===== src/rtl/pna_pkg.sv =====
// Shared types and constants for the pixel noise accumulator.
package pna_pkg;

    localparam int PIX_W           = 13;
    localparam int SMP_W           = 12;
    localparam int SUM_W           = 28;
    localparam int SQ_W            = 38;
    localparam int SIGMA_W         = 20;
    localparam int N_W             = 16;
    localparam int EXT_W           = 16;
    localparam int ROWS_DEF        = 80;
    localparam int COLS_DEF        = 52;
    localparam int SAMPLE_BITS_DEF = 12;

    localparam logic [N_W-1:0] N_RESET = 16'd100;

    localparam logic CMD_ACC = 1'b0;
    localparam logic CMD_QRY = 1'b1;

    typedef struct packed {
        logic             command;
        logic [PIX_W-1:0] pixel_index;
        logic [SMP_W-1:0] sample;
    } in_item_t;

    typedef struct packed {
        logic [PIX_W-1:0]        result_pixel;
        logic signed [SUM_W-1:0] sample_sum;
        logic [SQ_W-1:0]         square_sum;
        logic [SIGMA_W-1:0]      sigma_q8;
    } out_item_t;

    typedef struct packed {
        logic                    en;
        logic signed [SUM_W-1:0] sum;
        logic [SQ_W-1:0]         sq;
    } mem_wr_t;

    typedef struct packed {
        logic                    start;
        logic signed [SUM_W-1:0] sum;
        logic [SQ_W-1:0]         sq;
        logic [N_W-1:0]          n;
    } sig_req_t;

endpackage


===== src/rtl/pna_sigma.sv =====
// Multicycle standard deviation: products, restoring divide, digit-serial root.
module pna_sigma (
    input  logic                          clk,
    input  logic                          rst_n,
    input  pna_pkg::sig_req_t             req,
    output logic                          done,
    output logic [pna_pkg::SIGMA_W-1:0]   sigma
);
    import pna_pkg::*;

    localparam int DIV_W  = 70;
    localparam int REM_W  = 33;
    localparam int RT_W   = 28;
    localparam int RV_W   = 2 * RT_W;
    localparam int CNT_W  = 7;

    localparam logic [2:0] S_IDLE = 3'd0;
    localparam logic [2:0] S_M0   = 3'd1;
    localparam logic [2:0] S_M1   = 3'd2;
    localparam logic [2:0] S_CMP  = 3'd3;
    localparam logic [2:0] S_DIV  = 3'd4;
    localparam logic [2:0] S_SQRT = 3'd5;
    localparam logic [2:0] S_FIN  = 3'd6;

    logic [2:0]          st_reg;
    logic [CNT_W-1:0]    cnt_reg;
    logic [SUM_W-1:0]    abs_reg;
    logic [SQ_W-1:0]     sq_reg;
    logic [N_W-1:0]      n_reg;
    logic [54:0]         s2_reg;
    logic [34:0]         plo_reg;
    logic [54:0]         nsq_reg;
    logic [31:0]         m_reg;
    logic [DIV_W-1:0]    num_reg;
    logic [REM_W-1:0]    rem_reg;
    logic [RV_W-1:0]     rv_reg;
    logic [RT_W+2:0]     rrem_reg;
    logic [RT_W-1:0]     root_reg;
    logic                done_reg;
    logic [SIGMA_W-1:0]  sigma_reg;

    logic [REM_W-1:0]    rem_sh;
    logic [RT_W+2:0]     rrem_sh;
    logic [RT_W+2:0]     trial;

    assign rem_sh  = {rem_reg[REM_W-2:0], num_reg[DIV_W-1]};
    assign rrem_sh = {rrem_reg[RT_W:0], rv_reg[RV_W-1:RV_W-2]};
    assign trial   = {1'b0, root_reg, 2'b01};

    always_ff @(posedge clk or negedge rst_n)
    begin
        if (!rst_n)
        begin
            st_reg   <= S_IDLE;
            done_reg <= 1'b0;
        end
        else
        begin
            done_reg <= 1'b0;
            case (st_reg)
                S_IDLE:
                begin
                    if (req.start)
                        st_reg <= S_M0;
                end
                S_M0:   st_reg <= S_M1;
                S_M1:   st_reg <= S_CMP;
                S_CMP:
                begin
                    if (n_reg < N_W'(2) || s2_reg >= nsq_reg)
                        st_reg <= S_FIN;
                    else
                        st_reg <= S_DIV;
                end
                S_DIV:
                begin
                    if (cnt_reg == CNT_W'(DIV_W - 1))
                        st_reg <= S_SQRT;
                end
                S_SQRT:
                begin
                    if (cnt_reg == CNT_W'(RT_W - 1))
                        st_reg <= S_FIN;
                end
                S_FIN:
                begin
                    done_reg <= 1'b1;
                    st_reg   <= S_IDLE;
                end
                default: st_reg <= S_IDLE;
            endcase
        end
    end

    always_ff @(posedge clk)
    begin
        case (st_reg)
            S_IDLE:
            begin
                if (req.start)
                begin
                    abs_reg <= req.sum[SUM_W-1] ? SUM_W'(-req.sum) : SUM_W'(req.sum);
                    sq_reg  <= req.sq;
                    n_reg   <= req.n;
                end
            end
            S_M0:
            begin
                s2_reg  <= 55'(abs_reg * abs_reg);
                plo_reg <= 35'(n_reg * sq_reg[18:0]);
            end
            S_M1:
            begin
                nsq_reg <= 55'(plo_reg) + (55'(n_reg * sq_reg[SQ_W-1:19]) << 19);
                m_reg   <= 32'(n_reg * (n_reg - 1'b1));
            end
            S_CMP:
            begin
                num_reg   <= DIV_W'(nsq_reg - s2_reg) << 16;
                rem_reg   <= '0;
                cnt_reg   <= '0;
                root_reg  <= '0;
                rrem_reg  <= '0;
                sigma_reg <= '0;
            end
            S_DIV:
            begin
                if (rem_sh >= REM_W'(m_reg))
                begin
                    rem_reg <= rem_sh - REM_W'(m_reg);
                    num_reg <= {num_reg[DIV_W-2:0], 1'b1};
                end
                else
                begin
                    rem_reg <= rem_sh;
                    num_reg <= {num_reg[DIV_W-2:0], 1'b0};
                end
                if (cnt_reg == CNT_W'(DIV_W - 1))
                begin
                    cnt_reg <= '0;
                    rv_reg  <= {num_reg[RV_W-2:0], (rem_sh >= REM_W'(m_reg))};
                end
                else
                    cnt_reg <= cnt_reg + 1'b1;
            end
            S_SQRT:
            begin
                rv_reg <= rv_reg << 2;
                if (rrem_sh >= trial)
                begin
                    rrem_reg <= rrem_sh - trial;
                    root_reg <= {root_reg[RT_W-2:0], 1'b1};
                end
                else
                begin
                    rrem_reg <= rrem_sh;
                    root_reg <= {root_reg[RT_W-2:0], 1'b0};
                end
                cnt_reg <= cnt_reg + 1'b1;
            end
            S_FIN:
            begin
                if (root_reg > RT_W'({SIGMA_W{1'b1}}))
                    sigma_reg <= '1;
                else
                    sigma_reg <= root_reg[SIGMA_W-1:0];
            end
            default: ;
        endcase
    end

    assign done  = done_reg;
    assign sigma = sigma_reg;

endmodule


===== config.mk =====
export PLATFORM = sky130hd
export DESIGN_NAME = pna_sigma
export DESIGN_NICKNAME = d
export VERILOG_FILES = /design/src/rtl/pna_pkg.sv /design/src/rtl/pna_sigma.sv
export SDC_FILE = /design/constraint.sdc
export NUM_CORES = 2
export LEC_CHECK = 0
export BUFFER_PORTS_ARGS = -buffer_cell sky130_fd_sc_hd__buf_2
export CAP_MARGIN = 10
export CORE_MARGIN = 8
export CORE_UTILIZATION = 30
export CTS_CLUSTER_SIZE = 28
export DETAILED_ROUTE_END_ITERATION = 16
export SLEW_MARGIN = 20
export SYNTH_ARGS = -nofsm -noshare
export SYNTH_HDL_FRONTEND = slang
export SYNTH_SLANG_ARGS = --single-unit

===== constraint.sdc =====
create_clock -name clk -period 10.54 [get_ports clk]
set_input_delay 0.527 -clock clk [delete_from_list [all_inputs] [get_ports clk]]
set_output_delay 0.527 -clock clk [all_outputs]
set_load 0.01 [all_outputs]

==> results.md <==
* Seq/Total Area, Yosys at 0.193
* Most frequent cells in the layout: inv_1 (1,778), fa_1 (1,283), nand2_1 (947)
* Skew-Pair Late Insertion Delay at 0.69 ns
* Final min period at 8.66 ns
* Fraction of layout instances using a drive strength above 1 at 0.0418
* Clk slew on worst S/H paths at 0.06 ns
* Worst endpoint required time at approximately 11 ns
* Max-Slew Margin vs Limit at 0.324
* Crit path top cell by count: fa_1
* Detailed Routing Iterations Pass 1 at 5
* Critical Path End Type: flip-flop
* Syn avg cell area at 9.54 sq um
* Number of I/O pins at roughly 110
* Vias in the first global route at 60,422
* Final Routed Wirelength at 203,000 microns
* Critical path class: flip-flop to flip-flop
* 1st-iter DRT viols at 3,634
* Row count at 187
* Initial antenna violation count at 3
* Netlist cell types at 94
* Ys async rst share at 0.00795
* CTS Buf Count at 68
* Root Buffer: clkbuf_16
* Area of the mapped netlist at 78,300 sq um
* Most used DFF post-synth: edfxtp_1
* Largest net degree at the start of global routing at 74
* Max-cap violations at 0
* Max Transition Viols Final at 0
* Hold Violations, Final at 0
* Crit path largest cell delay at 0.67 ns
* Syn Inst Count at 8,206
* Final #Nets at 10,286
* Syn. warnings at 0
* Synth Register Bits at 503
* Vias per cell at 4.78
* Worst-case clock buffer depth at 3
* Wire per inst at 17.4 microns
* Via count at 55,558
* Tot GR Track Use at 0.146
* Core footprint at 260,000 sq um
* EDFF count, synth at 499
* Leading cell type in the layout, fill and taps excluded: inv_1
* DRC at 0
* ANT nets after route at 0
* Synth area leaders: fa_1 (33%), edfxtp_1 (19%), ha_1 (12%)
* Status: completed
* Post-CTS setup buffers at 0
* Total global routing overflow at 0
* Synthesis-to-finish area growth at 8.79%
* First-pass GRT wire length at 329,000 microns
* Upper clock frequency limit at ~120 MHz
* Synth area leader: fa_1
* DIE HEIGHT at between 500 and 600 microns
* Final Util at 0.328
* Die Span X at 527 microns
* RSZ-0062 raised after global routing: no
* Net Count, Synth at a little over 10,000
* Clock sinks at between 500 and 600
* Final setup viols at 0
* Skew final at 0.0646 ns
* Final period util at 0.821
* Synth top area share at 0.328
* Initial Util at 0.301
* CP max stage cell: ha_1
* Port Buf Inserts at 105
* Total die area at 278,000 sq um
* DP HPWL at around 160,000 microns
* Number of gates resized after CTS at 0
* Setup TNS Final at 0 ns
* Hold Crit Class: input pin to flip-flop
* Worst Tran Pin Value at 1.01 ns
* Fillers at roughly 27,000
* Max Fanout on Critical Path at 57
* Max FFs per register at 70
* Worst endpoint data arrival time at 9.08 ns
* CTS tree: built
* H-tree depth at 3
* Routability cong. at 0.905
* Critical Path Source Type: flip-flop
-- routing by layer --
layer / part of all wire / vias to the layer above / GRT usage
met1: 0.43 / 28167 / 0.188
met2: 0.48 / 1477 / 0.252
li1: - / 25525 / -
met3: 0.052 / 389 / 0.0195
met5: 0 / - / 0
met4: 0.038 / 0 / 0.0535
-- area by class of cell --
type | instances | area, sq um | share of cell area
Antenna cell | 4 | 10.0 | 0.000118
Clock buffer | 78 | 1780 | 0.0209
Clock inverter | 42 | 483 | 0.00567
Inverter | 1785 | 6700 | 0.0787
Multi-Input combinational cell | 5596 | 55400 | 0.650
Sequential cell | 503 | 15100 | 0.177
Tap cell | 3402 | 4260 | 0.0500
Timing Repair Buffer | 220 | 1500 | 0.0176
-- cells in the mapped netlist, types with 8 or more instances --
cell,count
ha_1,744
o31ai_1,21
inv_1,1778
buf_1,11
nand2_1,949
nand4_1,37
a21oi_1,304
edfxtp_1,499
o2111ai_1,9
nand3_1,58
clkbuf_1,302
nor2b_1,154
nand3b_1,9
o21bai_1,43
and4_1,9
a211o_1,9
or2_2,16
xnor2_1,206
o21a_1,60
o211ai_1,26
xor2_1,96
and2_1,421
a21o_1,145
mux2i_1,31
or3_1,32
o21ai_0,166
nor4_1,14
fa_1,1283
nor2_1,311
a31oi_1,29
and3_1,30
o31a_1,9
nand2b_1,140
a211oi_1,41
o22ai_1,8
nor3_1,49
-- stage by stage --
| stage | setup slack (ns) | cells | hold slack, ns | cell area, sq um |
|---|---|---|---|---|
| 6_report | 1.88 | 11630 | 0.0759 | 85200 |
| 5_1_grt | 1.35 | 11627 | 0.0262 | 85200 |
| 4_1_cts | 1.93 | 11626 | 0.00399 | 85200 |
| 3_5_place_dp | 1.92 | 11462 | 0.395 | 82500 |
| 3_3_place_gp | 2.00 | 11462 | 0.396 | 82500 |
| 2_1_floorplan | 0.688 | 8206 | 0.231 | 78300 |
-- final timing paths --
check / slack [ns] / to / cells past startpoint / start
setup / recovery: 1.88 / m_reg[31] / 29 / n_reg[0]
hold / removal: 0.08 / sq_reg[10] / 1 / req[26]
setup reg to reg: 1.88 / m_reg[31] / 29 / n_reg[0]
hold reg to reg: 0.41 / nsq_reg[5] / 0 / plo_reg[5]
max in group asynchronous: 10.09 / st_reg[2] / 2 / rst_n
min in group asynchronous: 0.26 / st_reg[0] / 2 / rst_n
-- cells by family (layout without fill, tap and decap cells) --
kind of cell / after synthesis / after routing / share of synthesized area
simple gates: 2262 / 2262 / 0.141
buf+inv: 2107 / 2125 / 0.101
fa+ha+maj: 2027 / 2027 / 0.447
compound gates: 970 / 970 / 0.0802
flops: 503 / 503 / 0.193
xor+xnor: 303 / 303 / 0.0340
mux: 34 / 34 / 0.00439
other cells: 0 / 4 / 0
-- worst max-delay path: cells and delay by family, from the launching register on --
kind,cells,cell delay [ns]
buffers and inverters,5,0.56
adders and majority gates,8,3.93
AOI/OAI and AO/OA,8,1.68
DFF,1,0.38
xor gates and xnor gates,1,0.12
and+or+nand+nor,7,1.70
-- repair_timing --
action | in CTS | in global routing
hold endpoints to repair | 47 | 0
hold buffers | 44 | 0
setup endpoints to repair | 0 | 0
Power is not shown: default switching activity piles up to over one toggle a cycle in this logic, so the estimate is an artifact.
